### config.mk
export PLATFORM = sky130hd
export DESIGN_NAME = fasta_scaffold_stats
export DESIGN_NICKNAME = d
export VERILOG_FILES = /design/src/hdl/fss_pkg.sv /design/src/hdl/fasta_scaffold_stats.sv /design/src/hdl/fss_out_buf.sv /design/src/hdl/fss_core.sv
export SDC_FILE = /design/constraint.sdc
export NUM_CORES = 2
export LEC_CHECK = 0
export BUFFER_PORTS_ARGS = -buffer_cell sky130_fd_sc_hd__buf_4
export CORE_ASPECT_RATIO = 0.7
export CORE_MARGIN = 4
export CORE_UTILIZATION = 50
export DETAILED_ROUTE_END_ITERATION = 8
export GPL_ROUTABILITY_DRIVEN = 0
export GPL_TIMING_DRIVEN = 0
export PLACE_DENSITY = 0.77
export SLEW_MARGIN = 20
export SYNTH_ARGS = -nofsm -noshare
export SYNTH_HDL_FRONTEND = slang
export SYNTH_SLANG_ARGS = --single-unit
### constraint.sdc
create_clock -name clk -period 44.6 [get_ports clk]
set_input_delay 2.23 -clock clk [delete_from_list [all_inputs] [get_ports clk]]
set_output_delay 2.23 -clock clk [all_outputs]
set_load 0.05 [all_outputs]
### src/hdl/fss_pkg.sv
// ----------------------------------------------------------------------------
// fss_pkg
// Types and constants of the FASTA scaffold statistics block.
// ----------------------------------------------------------------------------
`timescale 1ns / 1ps

package fss_pkg;

  // name capture limit and name storage
  localparam int NAME_CHARS = 14;
  localparam int NAME_SLOTS = 14;
  localparam int NAME_LEN_W = 4;

  // counter widths
  localparam int LEN_W = 40;
  localparam int CNT_W = 32;

  localparam logic [LEN_W-1:0] LEN_MAX = {LEN_W{1'b1}};
  localparam logic [CNT_W-1:0] CNT_MAX = {CNT_W{1'b1}};

  // character codes
  localparam logic [7:0] CH_GT = 8'h3E;
  localparam logic [7:0] CH_NL = 8'h0A;
  localparam logic [7:0] CH_A  = 8'h41;
  localparam logic [7:0] CH_C  = 8'h43;
  localparam logic [7:0] CH_G  = 8'h47;
  localparam logic [7:0] CH_T  = 8'h54;

  localparam int NUM_BASES = 4;
  localparam logic [7:0] BASE_CHAR [NUM_BASES] = '{CH_A, CH_C, CH_G, CH_T};

  typedef logic [LEN_W-1:0] len_t;
  typedef logic [CNT_W-1:0] cnt_t;
  typedef logic [NAME_LEN_W-1:0] name_len_t;
  typedef logic [NAME_SLOTS-1:0][7:0] name_t;

  // one result beat
  typedef struct packed {
    cnt_t      scaffold_count;
    len_t      longest_length;
    len_t      total_length;
    logic [63:0] name_low;
    logic [47:0] name_high;
    name_len_t name_length;
    len_t      count_a;
    len_t      count_c;
    len_t      count_g;
    len_t      count_t;
  } result_t;

  // core to output buffer
  typedef struct packed {
    logic    vld;
    result_t res;
  } core_out_t;

  // output buffer status back to the input side
  typedef struct packed {
    logic [1:0] occ;
    logic       pop;
  } buf_status_t;

endpackage

### src/hdl/fasta_scaffold_stats.sv
// The block takes a FASTA file one byte per beat and, on the beat marked last,
// returns one result beat with the scaffold count, the longest scaffold's name
// and length, the total length and the A/C/G/T counts; every other byte gives
// nothing. It sustains one byte per cycle while in_stall is low: the byte is
// registered, the parser and counters update in the following cycle, and the
// result beat is taken into the output buffer at that same edge. Results
// wait in a two-entry buffer (output register plus skid register); in_stall
// rises only when that buffer could not take one more result. After the last
// byte all statistics return to zero, so the next byte starts a new file.
// ----------------------------------------------------------------------------
// fasta_scaffold_stats
// Top level: input register, parser core and result buffer.
// ----------------------------------------------------------------------------
`timescale 1ns / 1ps

module fasta_scaffold_stats (
  input  logic        clk,
  input  logic        rst_n,
  input  logic        in_valid,
  output logic        in_stall,
  input  logic [7:0]  in_byte_req,
  input  logic        in_last,
  output logic        out_valid,
  input  logic        out_stall,
  output logic [31:0] out_scaffold_count,
  output logic [39:0] out_longest_length,
  output logic [39:0] out_total_length,
  output logic [63:0] out_name_low,
  output logic [47:0] out_name_high,
  output logic [3:0]  out_name_length,
  output logic [39:0] out_count_a,
  output logic [39:0] out_count_c,
  output logic [39:0] out_count_g,
  output logic [39:0] out_count_t
);

  logic                 in_acc;
  logic                 vld_a_r;
  logic [7:0]           byte_a_r;
  logic                 last_a_r;
  logic [1:0]           occ_after;
  fss_pkg::core_out_t   push;
  fss_pkg::result_t     out_res;
  fss_pkg::buf_status_t stat;

  assign in_acc = in_valid & ~in_stall;

  // input register
  always_ff @(posedge clk) begin
    if (!rst_n) begin
      vld_a_r <= 1'b0;
    end else begin
      vld_a_r <= in_acc;
    end
  end

  always_ff @(posedge clk) begin
    if (in_acc) begin
      byte_a_r <= in_byte_req;
      last_a_r <= in_last;
    end
  end

  // hold input while a new result beat might not fit in the buffer
  always_comb begin
    occ_after = stat.occ - {1'b0, stat.pop} + {1'b0, vld_a_r & last_a_r};
    in_stall  = (occ_after >= 2'd2);
  end

  fss_core u_core (
    .clk      (clk),
    .rst_n    (rst_n),
    .data_vld (vld_a_r),
    .data_in  (byte_a_r),
    .last_in  (last_a_r),
    .push     (push)
  );

  fss_out_buf u_out_buf (
    .clk       (clk),
    .rst_n     (rst_n),
    .push      (push),
    .out_stall (out_stall),
    .out_valid (out_valid),
    .out_res   (out_res),
    .stat      (stat)
  );

  // result fields
  assign out_scaffold_count = out_res.scaffold_count;
  assign out_longest_length = out_res.longest_length;
  assign out_total_length   = out_res.total_length;
  assign out_name_low       = out_res.name_low;
  assign out_name_high      = out_res.name_high;
  assign out_name_length    = out_res.name_length;
  assign out_count_a        = out_res.count_a;
  assign out_count_c        = out_res.count_c;
  assign out_count_g        = out_res.count_g;
  assign out_count_t        = out_res.count_t;

endmodule

### src/hdl/fss_out_buf.sv
// ----------------------------------------------------------------------------
// fss_out_buf
// Two-entry result buffer: output register plus skid register.
// ----------------------------------------------------------------------------
`timescale 1ns / 1ps

module fss_out_buf (
  input  logic                clk,
  input  logic                rst_n,
  input  fss_pkg::core_out_t  push,
  input  logic                out_stall,
  output logic                out_valid,
  output fss_pkg::result_t    out_res,
  output fss_pkg::buf_status_t stat
);

  logic             out_vld_r, out_vld_nxt;
  logic             skid_vld_r, skid_vld_nxt;
  fss_pkg::result_t out_res_r, out_res_nxt;
  fss_pkg::result_t skid_r, skid_nxt;
  logic             pop;

  assign pop = out_vld_r & ~out_stall;

  // refill the output register from skid first, then from the core
  always_comb begin
    out_vld_nxt  = out_vld_r;
    skid_vld_nxt = skid_vld_r;
    out_res_nxt  = out_res_r;
    skid_nxt     = skid_r;
    if (!out_vld_r || pop) begin
      if (skid_vld_r) begin
        out_vld_nxt  = 1'b1;
        out_res_nxt  = skid_r;
        skid_vld_nxt = push.vld;
        skid_nxt     = push.res;
      end else begin
        out_vld_nxt  = push.vld;
        out_res_nxt  = push.res;
        skid_vld_nxt = 1'b0;
      end
    end else if (push.vld) begin
      skid_vld_nxt = 1'b1;
      skid_nxt     = push.res;
    end
  end

  // valid flags
  always_ff @(posedge clk) begin
    if (!rst_n) begin
      out_vld_r  <= 1'b0;
      skid_vld_r <= 1'b0;
    end else begin
      out_vld_r  <= out_vld_nxt;
      skid_vld_r <= skid_vld_nxt;
    end
  end

  // result payload
  always_ff @(posedge clk) begin
    out_res_r <= out_res_nxt;
    skid_r    <= skid_nxt;
  end

  assign out_valid = out_vld_r;
  assign out_res   = out_res_r;
  assign stat.occ  = {1'b0, out_vld_r} + {1'b0, skid_vld_r};
  assign stat.pop  = pop;

endmodule

### src/hdl/fss_core.sv
// ----------------------------------------------------------------------------
// fss_core
// Per-byte parser state and statistics update, one byte per cycle.
// ----------------------------------------------------------------------------
`timescale 1ns / 1ps

module fss_core (
  input  logic               clk,
  input  logic               rst_n,
  input  logic               data_vld,
  input  logic [7:0]         data_in,
  input  logic               last_in,
  output fss_pkg::core_out_t push
);

  // state
  logic               in_header_r, in_header_nxt;
  fss_pkg::len_t      cur_len_r, cur_len_nxt;
  fss_pkg::len_t      best_len_r, best_len_nxt;
  fss_pkg::len_t      sum_len_r, sum_len_nxt;
  fss_pkg::cnt_t      hdr_total_r, hdr_total_nxt;
  fss_pkg::name_t     hdr_chars_r, hdr_chars_nxt;
  fss_pkg::name_len_t hdr_fill_r, hdr_fill_nxt;
  fss_pkg::name_len_t hdr_done_r, hdr_done_nxt;
  fss_pkg::name_t     best_name_r, best_name_nxt;
  fss_pkg::name_len_t best_name_len_r, best_name_len_nxt;
  fss_pkg::len_t      base_cnt_r   [fss_pkg::NUM_BASES];
  fss_pkg::len_t      base_cnt_nxt [fss_pkg::NUM_BASES];

  // working signals
  logic                   is_gt, is_nl, hdr_open, seq, inc_eff, longer, do_close;
  fss_pkg::len_t          cur_inc;
  logic [fss_pkg::LEN_W:0] sum_wide;
  fss_pkg::name_t         name_cand;

  always_comb begin
    is_gt    = (data_in == fss_pkg::CH_GT);
    is_nl    = (data_in == fss_pkg::CH_NL);
    hdr_open = in_header_r | is_gt;

    // header tracking
    in_header_nxt = hdr_open & ~is_nl;
    hdr_total_nxt = hdr_total_r;
    hdr_fill_nxt  = hdr_fill_r;
    hdr_done_nxt  = hdr_done_r;
    hdr_chars_nxt = hdr_chars_r;
    if (hdr_open && is_nl) begin
      if (hdr_total_r != fss_pkg::CNT_MAX) begin
        hdr_total_nxt = hdr_total_r + fss_pkg::CNT_W'(1);
      end
      hdr_done_nxt = hdr_fill_r;
      hdr_fill_nxt = '0;
    end else if (hdr_open && !is_gt &&
                 hdr_fill_r < fss_pkg::NAME_LEN_W'(fss_pkg::NAME_CHARS)) begin
      hdr_chars_nxt[hdr_fill_r] = data_in;
      hdr_fill_nxt = hdr_fill_r + fss_pkg::NAME_LEN_W'(1);
    end

    // sequence symbol: length and base counts
    seq     = ~hdr_open & ~is_nl;
    inc_eff = seq & (cur_len_r != fss_pkg::LEN_MAX);
    cur_inc = cur_len_r + fss_pkg::LEN_W'(inc_eff);
    for (int b = 0; b < fss_pkg::NUM_BASES; b++) begin
      base_cnt_nxt[b] = base_cnt_r[b];
      if (seq && data_in == fss_pkg::BASE_CHAR[b] && base_cnt_r[b] != fss_pkg::LEN_MAX) begin
        base_cnt_nxt[b] = base_cnt_r[b] + fss_pkg::LEN_W'(1);
      end
    end

    // closing a scaffold: compare and sum both fold in the pending increment
    do_close = (is_gt && cur_len_r != '0) || last_in;
    longer   = inc_eff ? (cur_len_r >= best_len_r) : (cur_len_r > best_len_r);
    sum_wide = {1'b0, sum_len_r} + {1'b0, cur_len_r} + (fss_pkg::LEN_W + 1)'(inc_eff);
    for (int i = 0; i < fss_pkg::NAME_SLOTS; i++) begin
      name_cand[i] = (fss_pkg::NAME_LEN_W'(i) < hdr_done_nxt) ? hdr_chars_nxt[i] : 8'h00;
    end

    cur_len_nxt       = cur_inc;
    sum_len_nxt       = sum_len_r;
    best_len_nxt      = best_len_r;
    best_name_nxt     = best_name_r;
    best_name_len_nxt = best_name_len_r;
    if (do_close) begin
      cur_len_nxt = '0;
      sum_len_nxt = sum_wide[fss_pkg::LEN_W] ? fss_pkg::LEN_MAX
                                             : sum_wide[fss_pkg::LEN_W-1:0];
      if (longer) begin
        best_len_nxt      = cur_inc;
        best_name_nxt     = name_cand;
        best_name_len_nxt = hdr_done_nxt;
      end
    end

    // result beat on the final byte
    push.vld                = data_vld & last_in;
    push.res.scaffold_count = hdr_total_nxt;
    push.res.longest_length = best_len_nxt;
    push.res.total_length   = sum_len_nxt;
    push.res.name_low       = best_name_nxt[7:0];
    push.res.name_high      = best_name_nxt[13:8];
    push.res.name_length    = best_name_len_nxt;
    push.res.count_a        = base_cnt_nxt[0];
    push.res.count_c        = base_cnt_nxt[1];
    push.res.count_g        = base_cnt_nxt[2];
    push.res.count_t        = base_cnt_nxt[3];
  end

  // control and statistics state, back to reset after the final byte
  always_ff @(posedge clk) begin
    if (!rst_n || (data_vld && last_in)) begin
      in_header_r     <= 1'b0;
      cur_len_r       <= '0;
      best_len_r      <= '0;
      sum_len_r       <= '0;
      hdr_total_r     <= '0;
      hdr_fill_r      <= '0;
      hdr_done_r      <= '0;
      best_name_r     <= '0;
      best_name_len_r <= '0;
      for (int b = 0; b < fss_pkg::NUM_BASES; b++) begin
        base_cnt_r[b] <= '0;
      end
    end else if (data_vld) begin
      in_header_r     <= in_header_nxt;
      cur_len_r       <= cur_len_nxt;
      best_len_r      <= best_len_nxt;
      sum_len_r       <= sum_len_nxt;
      hdr_total_r     <= hdr_total_nxt;
      hdr_fill_r      <= hdr_fill_nxt;
      hdr_done_r      <= hdr_done_nxt;
      best_name_r     <= best_name_nxt;
      best_name_len_r <= best_name_len_nxt;
      for (int b = 0; b < fss_pkg::NUM_BASES; b++) begin
        base_cnt_r[b] <= base_cnt_nxt[b];
      end
    end
  end

  // header characters, only read below the completed header length
  always_ff @(posedge clk) begin
    if (data_vld) begin
      hdr_chars_r <= hdr_chars_nxt;
    end
  end

endmodule

==> results.md <==
| Result | Value | Unit |
|---|---|---|
| Cell family with most CP delay | buffers and inverters | - |
| Xor and xnor area share after synthesis | 0.0408 | - |
| IO Count | 403 | - |
| Most numerous cell in the Yosys netlist | sky130_fd_sc_hd__edfxtp_1 | - |
| Number of cells on the critical path | 10 | - |
| Unrepaired setup endpoints after global routing | false | - |
| Area of the core region | 119000 | um2 |
| Number of max-slew violations in the final report | 0 | - |
| Most Frequent Cell on Critical Path | sky130_fd_sc_hd__clkbuf_1 | - |
| Register clock-pin slew on the reported worst setup and hold paths | 0.06 | ns |
| HP Start | u_core.best_name_r[100] | - |
| Synth Cell Area | 60000 | um2 |
| Final ANT Viol Nets | 0 | - |
| Delay of the slowest cell on the worst path | 0.84 | ns |
| Detailed placement HPWL | 114000 | um |
| Largest family of logic cells by synthesized area | simple AND/OR/NAND/NOR gates | - |
| Reg2reg start | byte_a_r[2] | - |
| Post_cts resized | 0 | - |
| Initial antenna violation count | 3 | - |
| Buffers on Ports | 402 | - |
| Max Root-Sink Buffers | 3 | - |
| Initial standard-cell utilization of the core | 0.503 | - |
| Chip width | 422 | um |
| Number of clock buffers inserted by TritonCTS | 133 | - |
| Setup Fix Bufs, Post-CTS | 0 | - |
| Synthesized flop and latch total | 1337 | - |
| Clock tree from TritonCTS | yes | - |
| Final WS setup | 37.85 | ns |
| Area fraction of the dominant cell type after synthesis | 0.529 | - |
| Worst endpoint required time | 42.37 | ns |
| DRC violation count after routing | 0 | - |
| Capture endpoint of the worst hold path | u_core.best_name_r[100] | - |
| Worst relative slew slack | 0.193 | - |
| Worst path arrival time | 4.52 | ns |
| Pin count of the biggest net entering global routing | 65 | - |
| Largest voltage drop on the vdd net | 0.0351 | mV |
| Slowest cell on crit path | sky130_fd_sc_hd__clkbuf_1 | - |
| Minimum period implied by the final worst setup slack | 6.75 | ns |
| Total Negative Setup Slacks | 0 | ns |
| Number of standard cells after synthesis | 4778 | - |
| Area growth syn-to-layout | 16.7 | % |
| Startpoint types | register | - |
| Iteration count of the initial detailed-routing pass | 7 | - |
| Unique masters post-synth | 85 | - |
| Synthesized-area fraction occupied by and/or/nand/nor cells | 0.116 | - |
| Critical register-to-register path endpoint | u_out_buf.out_res[301] | - |
| Fin. Hold Viols | 0 | - |
| GRT Util Overall | 0.249 | - |
| Die area | 126000 | um2 |
| Hold path depth | 2 | - |
| Post-Place Setup Slack | 38.40 | ns |
| Post-Syn Nets | 4885 | - |
| Most common flop cell mapped by yosys | sky130_fd_sc_hd__edfxtp_1 | - |
| Least-Margin Pin Slew | 1.21 | ns |
| Ordered cell list for the critical path | clkbuf_1 > inv_1 > clkbuf_1 > clkbuf_1 > ha_1 > inv_1 > ha_1 > a31oi_1 > xnor2_1 > buf_4 | - |
| Worst-path fanout max | 10 | - |
| Cell Pwr Density | 40.9 | nW/um2 |
| EDFF count, synth | 1057 | - |
| Post-cts hold buffer count | 0 | - |
| Mux cell area share after synthesis | 0.103 | - |
| Worst min path class | reg2reg | - |
| Async S/R FF share, synth | 0 | - |
| Max-capacitance violation count | 0 | - |
| Worst setup path class | reg2out | - |
| Final setup violation count | 0 | - |
| Htree depth | 4 | - |
| Layout cell share with drive strength beyond 1 | 0.217 | - |
| Leftover overflow at the end of global routing | 0 | - |
| Share of the yosys chip area belonging to registers | 0.622 | - |
| Reg2Reg Depth | 17 | - |
| DR iter-0 viols | 4948 | - |
| Leakage dissipation | 0.0273 | uW |
| Synth warnings | 0 | - |
| Part of the cycle the worst path needs | 0.151 | - |
| CTS sink cnt | 1337 | - |
| Routed via count divided by cell count | 5.83 | - |
| Vias post-DR | 40.9k | - |
| Fill cell total of the finished layout | 9246 | - |
| Detailed-route wire length | 161000 | um |
| Critical path buffers and inverters | 6 | - |
| Die Ht | 298 | um |
| Total number of placement rows | 106 | - |
| Worst-case register-to-register setup slack | 38.09 | ns |
| Final worst clock skew | 0.0379 | ns |
| Kind of end point of the critical path | primary output | - |
| Ranking of synthesized cells by area | sky130_fd_sc_hd__edfxtp_1 (53%), sky130_fd_sc_hd__dfxtp_1 (9.3%), sky130_fd_sc_hd__mux2_2 (8.4%) | - |
| Run status | complete, no violations | - |
| Number of global-route vias before repair | 38.9k | - |
| Latest clock arrival within the worst-skew pair | 0.76 | ns |
| Cell taking the most area after synthesis | sky130_fd_sc_hd__edfxtp_1 | - |
| F_max | 0.148 | GHz |
| Average wire per cell in the routed design | 22.9 | um |
| Cell types with the highest counts after synthesis | sky130_fd_sc_hd__edfxtp_1 (1057), sky130_fd_sc_hd__nand2_1 (506), sky130_fd_sc_hd__mux2_2 (446) | - |
| Final net count | 5445 | - |
| Post-synthesis average cell area | 12.6 | um2 |
| Compound-gate portion of the synthesized area | 0.0675 | - |
| Clock root buffer | sky130_fd_sc_hd__clkbuf_16 | - |
| Wire length of the first global-routing pass | 242000 | um |
| Area share of fa/ha/maj cells after synthesis | 0.0198 | - |
-- registers in the layout (all words and copies together), names as in the netlist --
register / count
u_core.hdr_total_r: 32
u_out_buf.out_valid: 1
last_a_r: 1
u_core.hdr_done_r: 4
u_core.hdr_chars_r: 112
u_core.best_len_r: 40
u_out_buf.skid_r: 388
byte_a_r: 8
u_core.best_name_r: 112
u_core.best_name_len_r: 4
u_core.base_cnt_r: 160
u_core.hdr_fill_r: 4
u_out_buf.skid_vld_r: 1
u_core.cur_len_r: 40
u_out_buf.out_res: 388
vld_a_r: 1
u_core.sum_len_r: 40
u_core.in_header_r: 1
-- area by class of cell --
class,count,area [um2],share of cell area
timing repair buffer,425,3570,0.0510
multi-input combinational,3019,20900,0.298
sequential,1337,37300,0.533
tap,1566,1960,0.0280
inverter,188,706,0.0101
antenna,1,2.50,0.0000357
clock buffer,166,3610,0.0516
clock inverter,78,855,0.0122
buffer,234,1120,0.0160
-- power by group --
group | internal [uW] | leakage (uW) | switching [uW]
clock | 652 | 0.00217 | 499
sequential | 1390 | 0.0130 | 24.8
combinational | 88.0 | 0.0122 | 214
-- worst register-to-register path, stage by stage, from the launching register on --
cell and delay (ns):
sky130_fd_sc_hd__edfxtp_1 0.33, sky130_fd_sc_hd__clkbuf_1 0.58, sky130_fd_sc_hd__or3_1 0.33, sky130_fd_sc_hd__a21oi_1 0.21, sky130_fd_sc_hd__a311oi_2 0.50, sky130_fd_sc_hd__inv_1 0.15
sky130_fd_sc_hd__fa_1 0.44, sky130_fd_sc_hd__fa_1 0.43, sky130_fd_sc_hd__nand2b_1 0.19, sky130_fd_sc_hd__a21o_1 0.19, sky130_fd_sc_hd__a31oi_1 0.20, sky130_fd_sc_hd__a311o_1 0.46
sky130_fd_sc_hd__a221o_1 0.25, sky130_fd_sc_hd__o21a_1 0.11, sky130_fd_sc_hd__clkbuf_1 0.52, sky130_fd_sc_hd__clkbuf_1 0.58, sky130_fd_sc_hd__nor3_1 0.17, sky130_fd_sc_hd__o31ai_1 0.59
-- logic make-up (layout without fill, tap and decap cells) --
family / count (synthesis) / count (layout)
buffers and inverters: 422 / 1091
AND/OR/NAND/NOR: 1438 / 1438
multiplexers: 558 / 558
flip-flops: 1337 / 1337
XOR/XNOR: 279 / 279
AO/OA/AOI/OAI: 650 / 650
other: 0 / 1
adder cells (fa/ha/maj): 94 / 94
-- metrics by stage --
step                      total power (uW)  std cells   util  hold WS, ns  instance area (um2)
after global placement                1740       6746  0.545        0.438                65000
final                                 2870       7014  0.588        0.450                70100
after CTS                             2880       7013  0.588        0.451                70100
after detailed placement              1740       6769  0.550        0.443                65600
after global routing                  2950       7014  0.588        0.466                70100
after floorplan                       1630       4778      -        0.432                60000
-- metal layers --
| metal | vias to the layer above | part of all wire | global-route usage |
|---|---|---|---|
| li1 | 18500 | - | - |
| met1 | 20000 | 0.43 | 0.366 |
| met2 | 2093 | 0.44 | 0.369 |
| met3 | 311 | 0.090 | 0.0457 |
| met4 | 0 | 0.038 | 0.0949 |
| met5 | - | 0 | 0 |
-- how the worst max path moves through the flow --
| stage | from | end |
|---|---|---|
| CTS | u_out_buf.skid_vld_r | in_stall |
| global route | u_out_buf.skid_vld_r | in_stall |
| global placement | out_stall | u_out_buf.skid_r[105] |
| finish | u_out_buf.skid_vld_r | in_stall |
| detailed placement | byte_a_r[2] | u_out_buf.out_res[301] |
| floorplan | out_stall | u_out_buf.skid_r[0] |
-- placed cells by master (no fill, tap or decap), types with 22 or more instances in the layout --
| master | count |
|---|---|
| sky130_fd_sc_hd__a211oi_1 | 53 |
| sky130_fd_sc_hd__a21o_1 | 38 |
| sky130_fd_sc_hd__a21oi_1 | 213 |
| sky130_fd_sc_hd__and2_1 | 174 |
| sky130_fd_sc_hd__and3_1 | 51 |
| sky130_fd_sc_hd__and4_1 | 28 |
| sky130_fd_sc_hd__buf_4 | 421 |
| sky130_fd_sc_hd__clkbuf_1 | 189 |
| sky130_fd_sc_hd__clkbuf_16 | 135 |
| sky130_fd_sc_hd__clkinv_1 | 22 |
| sky130_fd_sc_hd__clkinv_2 | 22 |
| sky130_fd_sc_hd__dfxtp_1 | 279 |
| sky130_fd_sc_hd__edfxtp_1 | 1057 |
| sky130_fd_sc_hd__ha_1 | 92 |
| sky130_fd_sc_hd__inv_1 | 187 |
| sky130_fd_sc_hd__mux2_2 | 446 |
| sky130_fd_sc_hd__mux2i_1 | 98 |
| sky130_fd_sc_hd__nand2_1 | 505 |
| sky130_fd_sc_hd__nand3_1 | 122 |
| sky130_fd_sc_hd__nand4_1 | 79 |
| sky130_fd_sc_hd__nor2_1 | 285 |
| sky130_fd_sc_hd__nor2b_1 | 31 |
| sky130_fd_sc_hd__nor3_1 | 55 |
| sky130_fd_sc_hd__o21ai_0 | 129 |
| sky130_fd_sc_hd__o21ai_1 | 37 |
| sky130_fd_sc_hd__o31ai_1 | 67 |
| sky130_fd_sc_hd__or3_1 | 46 |
| sky130_fd_sc_hd__xnor2_1 | 171 |
| sky130_fd_sc_hd__xor2_1 | 107 |
(Power assumes the default switching activity.)
